**config.mk**
```make
export PLATFORM = sky130hd
export DESIGN_NAME = utf8_strict_validate_truncate_core
export DESIGN_NICKNAME = d
export VERILOG_FILES = /design/src/design/utf8v_pkg.sv /design/src/design/utf8v_decode.sv /design/src/design/utf8_strict_validate_truncate_core.sv
export SDC_FILE = /design/constraint.sdc
export NUM_CORES = 1
export LEC_CHECK = 0
export BUFFER_PORTS_ARGS = -buffer_cell sky130_fd_sc_hd__buf_4
export CORE_MARGIN = 2
export CORE_UTILIZATION = 51
export CTS_CLUSTER_DIAMETER = 60
export CTS_CLUSTER_SIZE = 14
export DETAILED_ROUTE_END_ITERATION = 8
export GPL_ROUTABILITY_DRIVEN = 0
export GPL_TIMING_DRIVEN = 0
export PLACE_DENSITY_LB_ADDON = 0.2
export SLEW_MARGIN = 20
export SYNTH_ARGS = -nofsm -noshare
export SYNTH_HDL_FRONTEND = slang
export SYNTH_HIERARCHICAL = 1
export SYNTH_SLANG_ARGS = --single-unit
```
**constraint.sdc**
```tcl
create_clock -name clk_i -period 4 [get_ports clk_i]
set_clock_uncertainty 0.05 [all_clocks]
set_input_delay 0.4 -clock clk_i [delete_from_list [all_inputs] [get_ports clk_i]]
set_output_delay 0.4 -clock clk_i [all_outputs]
set_load 0.01 [all_outputs]
```
**src/design/utf8v_pkg.sv**
```systemverilog
package utf8v_pkg;

  localparam int unsigned PosW   = 13;
  localparam int unsigned CpW    = 21;
  localparam int unsigned LimitW = 13;
  localparam int unsigned AddrW  = 3;
  localparam int unsigned DataW  = 32;

  localparam logic [AddrW-3:0] REG_COPY_LIMIT = 1'b0;
  localparam logic [LimitW-1:0] COPY_LIMIT_RST = 13'd4095;

  localparam logic [CpW-1:0] CP_MIN_2B    = 21'h00080;
  localparam logic [CpW-1:0] CP_MIN_3B    = 21'h00800;
  localparam logic [CpW-1:0] CP_MIN_4B    = 21'h10000;
  localparam logic [CpW-1:0] CP_MAX       = 21'h10FFFF;
  localparam logic [CpW-1:0] SURR_LO      = 21'h0D800;
  localparam logic [CpW-1:0] SURR_HI      = 21'h0DFFF;

  localparam logic [1:0] MIN_CLASS_2B = 2'd0;
  localparam logic [1:0] MIN_CLASS_3B = 2'd1;
  localparam logic [1:0] MIN_CLASS_4B = 2'd2;

  typedef struct packed {
    logic [1:0]       pending_count;
    logic [CpW-1:0]   codepoint_acc;
    logic [1:0]       min_class;
    logic [PosW-1:0]  byte_position;
    logic             nul_seen;
    logic             error_seen;
    logic             copy_stopped;
    logic [PosW-1:0]  kept_length;
  } dec_state_t;

endpackage

```
**src/design/utf8v_decode.sv**
```systemverilog
module utf8v_decode import utf8v_pkg::*; (
  input  dec_state_t        st_i,
  input  logic [7:0]        data_byte_i,
  input  logic [PosW-1:0]   end_pos_i,
  input  logic [LimitW-1:0] copy_limit_i,
  output dec_state_t        st_o
);

  logic [CpW-1:0] acc_next;
  logic [CpW-1:0] cp_min;
  logic           cp_bad;
  logic           fits;

  assign acc_next = {st_i.codepoint_acc[CpW-7:0], data_byte_i[5:0]};
  assign fits     = (end_pos_i <= copy_limit_i);

  always_comb begin
    unique case (st_i.min_class)
      MIN_CLASS_2B: cp_min = CP_MIN_2B;
      MIN_CLASS_3B: cp_min = CP_MIN_3B;
      default:      cp_min = CP_MIN_4B;
    endcase
  end

  assign cp_bad = (acc_next < cp_min) || (acc_next > CP_MAX) ||
                  ((acc_next >= SURR_LO) && (acc_next <= SURR_HI));

  always_comb begin
    st_o = st_i;
    st_o.byte_position = end_pos_i;
    if (!st_i.nul_seen && !st_i.error_seen) begin
      if (st_i.pending_count == 2'd0) begin
        priority if (data_byte_i == 8'h00) begin
          st_o.nul_seen     = 1'b1;
          st_o.copy_stopped = 1'b1;
        end else if (!data_byte_i[7]) begin
          if (!st_i.copy_stopped) begin
            if (fits) st_o.kept_length = end_pos_i;
            else      st_o.copy_stopped = 1'b1;
          end
        end else if (data_byte_i[7:5] == 3'b110) begin
          st_o.pending_count = 2'd1;
          st_o.codepoint_acc = {16'd0, data_byte_i[4:0]};
          st_o.min_class     = MIN_CLASS_2B;
        end else if (data_byte_i[7:4] == 4'b1110) begin
          st_o.pending_count = 2'd2;
          st_o.codepoint_acc = {17'd0, data_byte_i[3:0]};
          st_o.min_class     = MIN_CLASS_3B;
        end else if (data_byte_i[7:3] == 5'b11110) begin
          st_o.pending_count = 2'd3;
          st_o.codepoint_acc = {18'd0, data_byte_i[2:0]};
          st_o.min_class     = MIN_CLASS_4B;
        end else begin
          st_o.error_seen    = 1'b1;
          st_o.copy_stopped  = 1'b1;
          st_o.pending_count = 2'd0;
        end
      end else if (data_byte_i[7:6] != 2'b10) begin
        st_o.error_seen    = 1'b1;
        st_o.copy_stopped  = 1'b1;
        st_o.pending_count = 2'd0;
      end else begin
        st_o.codepoint_acc = acc_next;
        st_o.pending_count = st_i.pending_count - 2'd1;
        if (st_i.pending_count == 2'd1) begin
          if (cp_bad) begin
            st_o.error_seen   = 1'b1;
            st_o.copy_stopped = 1'b1;
          end else if (!st_i.copy_stopped) begin
            if (fits) st_o.kept_length = end_pos_i;
            else      st_o.copy_stopped = 1'b1;
          end
        end
      end
    end
  end

endmodule

```
**src/design/utf8_strict_validate_truncate_core.sv**
```systemverilog
// Channel | Direction | Handshake            | Payload
// in      | input     | in_valid_i/in_ready_o  | data_byte_i[7:0], last_byte_i
// out     | output    | out_valid_o/out_ready_i| text_valid_o, copy_length_o[12:0]
// cfg     | input     | psel/penable/pwrite    | paddr[2:0], pwdata[31:0], prdata[31:0]
//
// One byte per cycle unless a last byte stalls; a result loads as its last byte is decoded.
// The byte register feeds the combinational decode into the state and result registers.
// Reset clears decode state, the pipeline valids and sets copy_limit to 4095.
// A held result stalls only a last byte in the byte register; other bytes keep flowing.
module utf8_strict_validate_truncate_core import utf8v_pkg::*; #(
  parameter int unsigned BUFFER_BYTES = 4096
) (
  input  logic              clk_i,
  input  logic              rst_ni,
  input  logic              in_valid_i,
  output logic              in_ready_o,
  input  logic [7:0]        data_byte_i,
  input  logic              last_byte_i,
  output logic              out_valid_o,
  input  logic              out_ready_i,
  output logic              text_valid_o,
  output logic [PosW-1:0]   copy_length_o,
  input  logic              psel,
  input  logic              penable,
  input  logic              pwrite,
  input  logic [AddrW-1:0]  paddr,
  input  logic [DataW-1:0]  pwdata,
  output logic [DataW-1:0]  prdata,
  output logic              pready
);

  localparam int unsigned PosMaxInt = (BUFFER_BYTES < 8191) ? BUFFER_BYTES : 8191;
  localparam logic [PosW-1:0] PosMax = PosW'(PosMaxInt);

  logic [LimitW-1:0] copy_limit_q;
  logic              byte_valid_q;
  logic [7:0]        byte_q;
  logic              last_q;
  dec_state_t        st_q, st_d;
  logic              out_valid_q;
  logic              text_valid_q;
  logic [PosW-1:0]   copy_length_q;
  logic              out_free;
  logic              proc_fire;
  logic [PosW:0]     pos_inc;
  logic [PosW-1:0]   end_pos;
  logic              cfg_wr;

  assign pready = 1'b1;
  assign cfg_wr = psel && penable && pwrite && pready &&
                  (paddr[AddrW-1:2] == REG_COPY_LIMIT);
  assign prdata = (paddr[AddrW-1:2] == REG_COPY_LIMIT) ?
                  {{(DataW-LimitW){1'b0}}, copy_limit_q} : '0;

  always_ff @(posedge clk_i or negedge rst_ni) begin
    if (!rst_ni) begin
      copy_limit_q <= COPY_LIMIT_RST;
    end else if (cfg_wr) begin
      copy_limit_q <= pwdata[LimitW-1:0];
    end
  end

  assign out_free   = !out_valid_q || out_ready_i;
  assign proc_fire  = byte_valid_q && (!last_q || out_free);
  assign in_ready_o = !byte_valid_q || proc_fire;

  assign pos_inc = {1'b0, st_q.byte_position} + {{PosW{1'b0}}, 1'b1};
  assign end_pos = (pos_inc > {1'b0, PosMax}) ? PosMax : pos_inc[PosW-1:0];

  utf8v_decode u_decode (
    .st_i         (st_q),
    .data_byte_i  (byte_q),
    .end_pos_i    (end_pos),
    .copy_limit_i (copy_limit_q),
    .st_o         (st_d)
  );

  always_ff @(posedge clk_i or negedge rst_ni) begin
    if (!rst_ni) begin
      byte_valid_q <= 1'b0;
    end else if (in_ready_o) begin
      byte_valid_q <= in_valid_i;
    end
  end

  always_ff @(posedge clk_i) begin
    if (in_valid_i && in_ready_o) begin
      byte_q <= data_byte_i;
      last_q <= last_byte_i;
    end
  end

  always_ff @(posedge clk_i or negedge rst_ni) begin
    if (!rst_ni) begin
      st_q <= '0;
    end else if (proc_fire) begin
      st_q <= last_q ? '0 : st_d;
    end
  end

  always_ff @(posedge clk_i or negedge rst_ni) begin
    if (!rst_ni) begin
      out_valid_q <= 1'b0;
    end else if (proc_fire && last_q) begin
      out_valid_q <= 1'b1;
    end else if (out_ready_i) begin
      out_valid_q <= 1'b0;
    end
  end

  always_ff @(posedge clk_i) begin
    if (proc_fire && last_q) begin
      text_valid_q  <= st_d.nul_seen && !st_d.error_seen;
      copy_length_q <= st_d.kept_length;
    end
  end

  assign out_valid_o   = out_valid_q;
  assign text_valid_o  = text_valid_q;
  assign copy_length_o = copy_length_q;

  a_closed_seq_no_pending: assert property (@(posedge clk_i) disable iff (!rst_ni)
    (st_q.nul_seen || st_q.error_seen) |-> (st_q.pending_count == 2'd0))
    else $error("pending continuation after NUL or error");

  a_kept_within_pos: assert property (@(posedge clk_i) disable iff (!rst_ni)
    st_q.kept_length <= st_q.byte_position)
    else $error("kept length beyond byte position");

  a_pos_saturates: assert property (@(posedge clk_i) disable iff (!rst_ni)
    st_q.byte_position <= PosMax)
    else $error("byte position beyond saturation");

  a_last_gives_result: assert property (@(posedge clk_i) disable iff (!rst_ni)
    (proc_fire && last_q) |=> (out_valid_q && (st_q == '0)))
    else $error("last item did not load result or clear state");

  a_no_result_overwrite: assert property (@(posedge clk_i) disable iff (!rst_ni)
    (out_valid_q && !out_ready_i) |-> !(proc_fire && last_q))
    else $error("held result overwritten");

endmodule
```
==> results of run 1 <==
[layer usage]
| metal | part of all wire | vias up | track usage |
|---|---|---|---|
| met2 | 0.48 | 127 | 0.335 |
| met3 | 0.057 | 13 | 0.0526 |
| met5 | 0 | - | 0 |
| li1 | - | 1896 | - |
| met1 | 0.45 | 1926 | 0.286 |
| met4 | 0.012 | 0 | 0.0463 |
[worst register-to-register path, stage by stage (launching register included)]
cell                        delay, ns
sky130_fd_sc_hd__dfrtp_2         0.42
sky130_fd_sc_hd__buf_6           0.13
sky130_fd_sc_hd__nand3_4         0.14
sky130_fd_sc_hd__nor3_4          0.30
sky130_fd_sc_hd__or3_1           0.17
sky130_fd_sc_hd__a22oi_2         0.08
sky130_fd_sc_hd__a31oi_4         0.51
sky130_fd_sc_hd__nor2_4          0.12
sky130_fd_sc_hd__ha_4            0.30
sky130_fd_sc_hd__nand4_1         0.16
sky130_fd_sc_hd__nor4_4          0.34
sky130_fd_sc_hd__a21oi_2         0.10
sky130_fd_sc_hd__nor4b_4         0.21
sky130_fd_sc_hd__buf_4           0.18
sky130_fd_sc_hd__clkbuf_16       0.16
sky130_fd_sc_hd__mux2_4          0.31
sky130_fd_sc_hd__a22o_1          0.20
[flip-flops by register name (all words and copies together), names as in the netlist]
| register | flops |
|---|---|
| byte_q | 8 |
| copy_limit_q | 13 |
| copy_length_o | 13 |
| byte_valid_q | 1 |
| last_q | 1 |
| out_valid_o | 1 |
| st_q | 48 |
| text_valid_o | 1 |
[power groups by stage]
stage,sequential (uW),combinational (uW),clock [uW]
after floorplan,1070,419,0
after global placement,1080,572,0
after detailed placement,1080,590,0
after CTS,1070,602,634
after global routing,1080,777,677
final,1070,711,621
[layout make-up]
cell class	count	area [um^2]	area share
multi-input combinational	328	2620	0.410
sequential	86	2290	0.357
timing repair buffer	79	622	0.0972
buffer	62	410	0.0641
tap	133	166	0.0260
clock buffer	12	145	0.0227
inverter	24	90.1	0.0141
clock inverter	4	53.8	0.00841
[repair_timing]
action / CTS / global route
setup buffers: 2 / 18
gates cloned: 0 / 1
pin swaps: 1 / 23
resized for setup: 6 / 56
setup endpoints to repair: 26 / 26
[path summary, 6_finish.rpt]
check | startpoint | to | slack (ns) | cells past startpoint
setup / recovery | st_q[16]$_DFFE_PN0P_ | st_q[12]$_DFFE_PN0P_ | 0.03 | 16
min in group clk_i | last_byte_i | last_q$_DFFE_PP_ | 0.17 | 1
setup reg to reg | st_q[16]$_DFFE_PN0P_ | st_q[12]$_DFFE_PN0P_ | 0.03 | 16
hold / removal | rst_ni | st_q[37]$_DFFE_PN0P_ | 0.06 | 1
hold reg to reg | st_q[12]$_DFFE_PN0P_ | st_q[12]$_DFFE_PN0P_ | 0.46 | 1
max in group asynchronous | rst_ni | st_q[24]$_DFFE_PN0P_ | 3.24 | 1
[through the flow]
stage | area (um^2) | std cells | TNS, ns
after floorplan | 5170 | 501 | 0
after global placement | 5770 | 692 | -7.57
after detailed placement | 5770 | 692 | -8.54
after CTS | 6000 | 709 | 0
after global routing | 6400 | 728 | -1.55
final | 6400 | 728 | 0
==> flow_summary.yaml, run 1 <==
final_layout:
  finalNetCount: 660
  final_core_utilization: 0.658
  mostFrequentLayoutCells: "sky130_fd_sc_hd__buf_4, sky130_fd_sc_hd__a22o_1, sky130_fd_sc_hd__dfrtp_1"
  leading_cell_type_in_the_layout_fill_and_taps_excluded: "sky130_fd_sc_hd__buf_4"
  layout-drive-gt1-share: 0.371
  diodes: 0
  areaGrowthSynthToFinish_pct: 25.5
  final.fill_count: 762
grt:
  initial_antenna_violation_count: 0
  grt_first_pass_wirelength_mm: 18.3
  gr-usage-all-layers: 0.208
  first_global_vias: 3706
  grt.overflow.total: 0
  pin_count_of_the_biggest_net_entering_global_routing: 64
place:
  dp_slack_ns: -0.406
  place_hpwl_mm: 7.99
  port_buffers: 58
timing:
  hold-worst-slack_ns: 0.0593
  max_slew.worst_pin.slew_ns: 0.847
  grt_setup_unrepaired: "true"
  finalSetupViolations: 0
  pins_over_slew_limit: 0
  maxClockFrequency_mhz: 252
  min_period_ns: 3.97
  setup_slack_ns: 0.0302
  slew_headroom: 0.435
  final.period_utilization: 0.992
  hold_viol_final: 0
worst_setup_path:
  crit_path_start_kind: "flop"
  timing.critical_path.arrival_ns: 4.16
  path_delay_family: "simple AND/OR/NAND/NOR gates"
  crit_slowest_cell: "sky130_fd_sc_hd__a31oi_4"
  worstPathMaxFanout: 8
  cp-end-kind: "flop"
  cpPeakStageDelay_ns: 0.51
  timing.critical_path.cells: "buf_6, nand3_4, nor3_4, or3_1, a22oi_2, a31oi_4, nor2_4, ha_4, nand4_1, nor4_4, a21oi_2, nor4b_4, buf_4, clkbuf_16, mux2_4, a22o_1"
  number_of_buffer_and_inverter_stages_on_the_critical_path: 3
  worst-endpoint-required_ns: 4.19
  worstSetupPathType: "flop to flop"
pwr:
  power.density_nw_per_um2: 376
  intPower_uw: 1660
  netSwitchingPower_uw: 739
  share_clk_of_total_power: 0.258
  fraction_of_power_consumed_by_sequential_logic: 0.446
  pwr-share-comb: 0.296
  netSwitchingFraction: 0.308
  vdd_drop_max_mv: 0.294
  leakage_uw: 0.00296
  totalPowerFinal_uw: 2400
clock_network:
  clk_pin_slew_ns: 0.09
  cts_max_path_buffers: 2
  root_buffer: "sky130_fd_sc_hd__clkbuf_8"
  htreeDepth: 3
  worstSkewPairLatency_ns: 0.36
  postCtsHoldBufs: 0
  cts_tree: "built"
  clkSinkCount: 86
  numCtsBuffers: 9
floorplanning:
  floorplan.rows: 36
  initial_core_util: 0.524
  die_height_um: 104
  die-area_um2: 10800
  core_area_um2: 9730
  fp.dieW_um: 104
  design.portCount: 100
synth:
  synthCells: 483
  ys_warn_count: 6
  post_synth_instance_area_um2: 5100
  synth.avg_cell_area_um2: 10.6
route:
  post_drt_via_cell_ratio: 5.44
  drt-wirelength-per-cell_um: 16.0
  ant_nets: 0
  first_pass_iters: 4
  remaining_drc_errors: 0
  drt_iter0_drc: 308
  routed_wl_mm: 11.7
  dr_total_vias: 3962
hold_path:
  hold_class: "primary input to asynchronous set/reset pin"
flow_run:
  number_of_violations_of_the_max_capacitance_limit: 0
run_status:
  status: "completed"
No activity file was read; power rests on OpenSTA's default activity.
==> run 2, diff against run 1 <==
--- a/config.mk
+++ b/config.mk
@@ -6,8 +6,8 @@
 export NUM_CORES = 1
 export LEC_CHECK = 0
 export BUFFER_PORTS_ARGS = -buffer_cell sky130_fd_sc_hd__buf_4
-export CORE_MARGIN = 2
-export CORE_UTILIZATION = 51
+export CORE_MARGIN = 3
+export CORE_UTILIZATION = 52
 export CTS_CLUSTER_DIAMETER = 60
 export CTS_CLUSTER_SIZE = 14
 export DETAILED_ROUTE_END_ITERATION = 8
==> constraint.sdc (replaced) <==
create_clock -name clk_i -period 3.75 [get_ports clk_i]
set_clock_uncertainty 0.05 [all_clocks]
set_input_delay 0.375 -clock clk_i [delete_from_list [all_inputs] [get_ports clk_i]]
set_output_delay 0.375 -clock clk_i [all_outputs]
set_load 0.01 [all_outputs]
==> run 2 against run 1 <==
Effect of this change:
- the flow now finishes with violations (negative setup slack)
- sequential power grew 7%
- critical path depth increased by 3
- maximum frequency down 2.7%
- routed wire length increased by 3.1%
- first-iteration DRC count down 21%
- utilization up 2.2 points
- via count increased by 1.6%
- worst hold slack worse by 0.012 ns
- power up 1.7%
- critical path type unchanged
- largest cell class unchanged
==> flow_summary.yaml, run 2 (same netlist as run 1, synthesis figures left out) <==
route:
  drt-wirelength-per-cell_um: 16.4
  first_pass_iters: 5
  ant_nets: 0
  post_drt_via_cell_ratio: 5.51
  drt_iter0_drc: 243
  dr_total_vias: 4026
  remaining_drc_errors: 0
  routed_wl_mm: 12.0
clock_network:
  clkSinkCount: 86
  clk_pin_slew_ns: 0.09
  root_buffer: "sky130_fd_sc_hd__clkbuf_8"
  cts_max_path_buffers: 2
  numCtsBuffers: 9
  worstSkewPairLatency_ns: 0.36
  postCtsHoldBufs: 0
  htreeDepth: 3
  cts_tree: "built"
final_layout:
  final_core_utilization: 0.680
  finalNetCount: 667
  largest_register_ff_count: 48
  largest-register: "st_q"
  diodes: 0
  leading_cell_type_in_the_layout_fill_and_taps_excluded: "sky130_fd_sc_hd__buf_4"
  layout-drive-gt1-share: 0.365
  mostFrequentLayoutCells: "sky130_fd_sc_hd__buf_4, sky130_fd_sc_hd__dfrtp_1, sky130_fd_sc_hd__a22o_1"
  areaGrowthSynthToFinish_pct: 24.9
place:
  port_buffers: 58
  place_hpwl_mm: 7.82
worst_setup_path:
  worst-endpoint-required_ns: 3.94
  cp-end-kind: "flop"
  reg2reg_from: "st_q[17]$_DFFE_PN0P_"
  crit_path_start_kind: "flop"
  timing.critical_path.arrival_ns: 4.27
  crit_slowest_cell: "sky130_fd_sc_hd__dfrtp_1"
  endpoint: "st_q[7]$_DFFE_PN0P_"
  ff2ff_setup_slack_ns: -0.33
  number_of_buffer_and_inverter_stages_on_the_critical_path: 4
  cp.depth: 19
  cpPeakStageDelay_ns: 0.42
  r2r_cells: 19
  critPathLaunch: "st_q[17]$_DFFE_PN0P_"
  critical_path.reg2reg.endpoint: "st_q[7]$_DFFE_PN0P_"
  worstPathMaxFanout: 7
  timing.critical_path.cells: "buf_6, ha_4, xor2_1, nor4_2, o21ai_1, a22oi_2, a31oi_4, buf_6, nor2_4, ha_4, a21oi_2, o21a_1, o211a_1, a21oi_2, nor4b_4, buf_4, buf_8, mux2_4, a22o_1"
  path_delay_family: "compound AO/OA/AOI/OAI gates"
  worstSetupPathType: "flop to flop"
timing:
  hold_viol_final: 0
  max_slew.worst_pin.slew_ns: 0.809
  final.period_utilization: 1.09
  min_period_ns: 4.08
  slew_headroom: 0.461
  maxClockFrequency_mhz: 245
  pins_over_slew_limit: 0
  finalSetupViolations: 26
  setup_slack_ns: -0.331
  hold-worst-slack_ns: 0.0470
  grt_setup_unrepaired: "true"
hold_path:
  hold_class: "primary input to asynchronous set/reset pin"
floorplanning:
  floorplan.rows: 35
  die-area_um2: 11000
  die_height_um: 105
  fp.dieW_um: 105
  initial_core_util: 0.544
  core_area_um2: 9370
  design.portCount: 100
run_status:
  status: "finished, violations left"
  failing_checks: "negative setup slack"
grt:
  gr-usage-all-layers: 0.212
  initial_antenna_violation_count: 0
  first_global_vias: 3819
  grt.overflow.total: 0
  pin_count_of_the_biggest_net_entering_global_routing: 64
  grt_first_pass_wirelength_mm: 18.8
pwr:
  vdd_drop_max_mv: 0.247
  power.density_nw_per_um2: 384
  leakage_uw: 0.00299
flow_run:
  number_of_violations_of_the_max_capacitance_limit: 0
[run 2: through the flow]
step	std cells	TNS (ns)	cell area (um^2)	power (uW)	worst slack, ns
after floorplan	501	0	5170	1580	0.0151
after global placement	688	-10.10	5760	1760	-0.458
after detailed placement	688	-12.41	5760	1780	-0.556
after CTS	718	-2.88	6200	2420	-0.173
after global routing	731	-10.26	6370	2580	-0.456
final	731	-7.04	6370	2440	-0.331
[run 2: layout make-up]
class                   count  area, um^2
well taps                 129         161
plain buffers              62         414
multi-input cells         328        2560
clock buffers               9         124
inverters                  24        90.1
repair buffers             86         693
fillers                   742        3000
clock inverters             7        41.3
flip-flops and latches     86        2280
[run 2: repair_timing]
item,CTS,global route
endpoints found under the hold margin,0,0
pin swaps,13,12
buffers inserted,14,13
endpoints found under the setup margin,26,26
gates cloned,1,0
gates resized for setup,29,25
[run 2: how the worst min path moves through the flow]
stage | startpoint | to | cells past startpoint | slack, ns
after floorplan | rst_ni | byte_valid_q$_DFFE_PN0N_ | 0 | 0.03
after global placement | st_q[2]$_DFFE_PN0P_ | st_q[2]$_DFFE_PN0P_ | 1 | 0.44
after detailed placement | st_q[8]$_DFFE_PN0P_ | st_q[8]$_DFFE_PN0P_ | 1 | 0.44
after CTS | rst_ni | st_q[38]$_DFFE_PN0P_ | 1 | 0.08
after global routing | rst_ni | st_q[38]$_DFFE_PN0P_ | 1 | 0.1
final | rst_ni | st_q[38]$_DFFE_PN0P_ | 1 | 0.05
[run 2: routing by layer]
layer,global-route usage,routed length [um]
met1,0.298,5530
met2,0.323,5500
met3,0.0488,744
met4,0.0684,250
met5,0,0
[run 2: where the power goes]
part | internal (uW) | total [uW] | switching, uW
sequential | 1070 | 1140 | 70.5
clock | 235 | 573 | 338
combinational | 364 | 734 | 370
total | 1670 | 2440 | 779
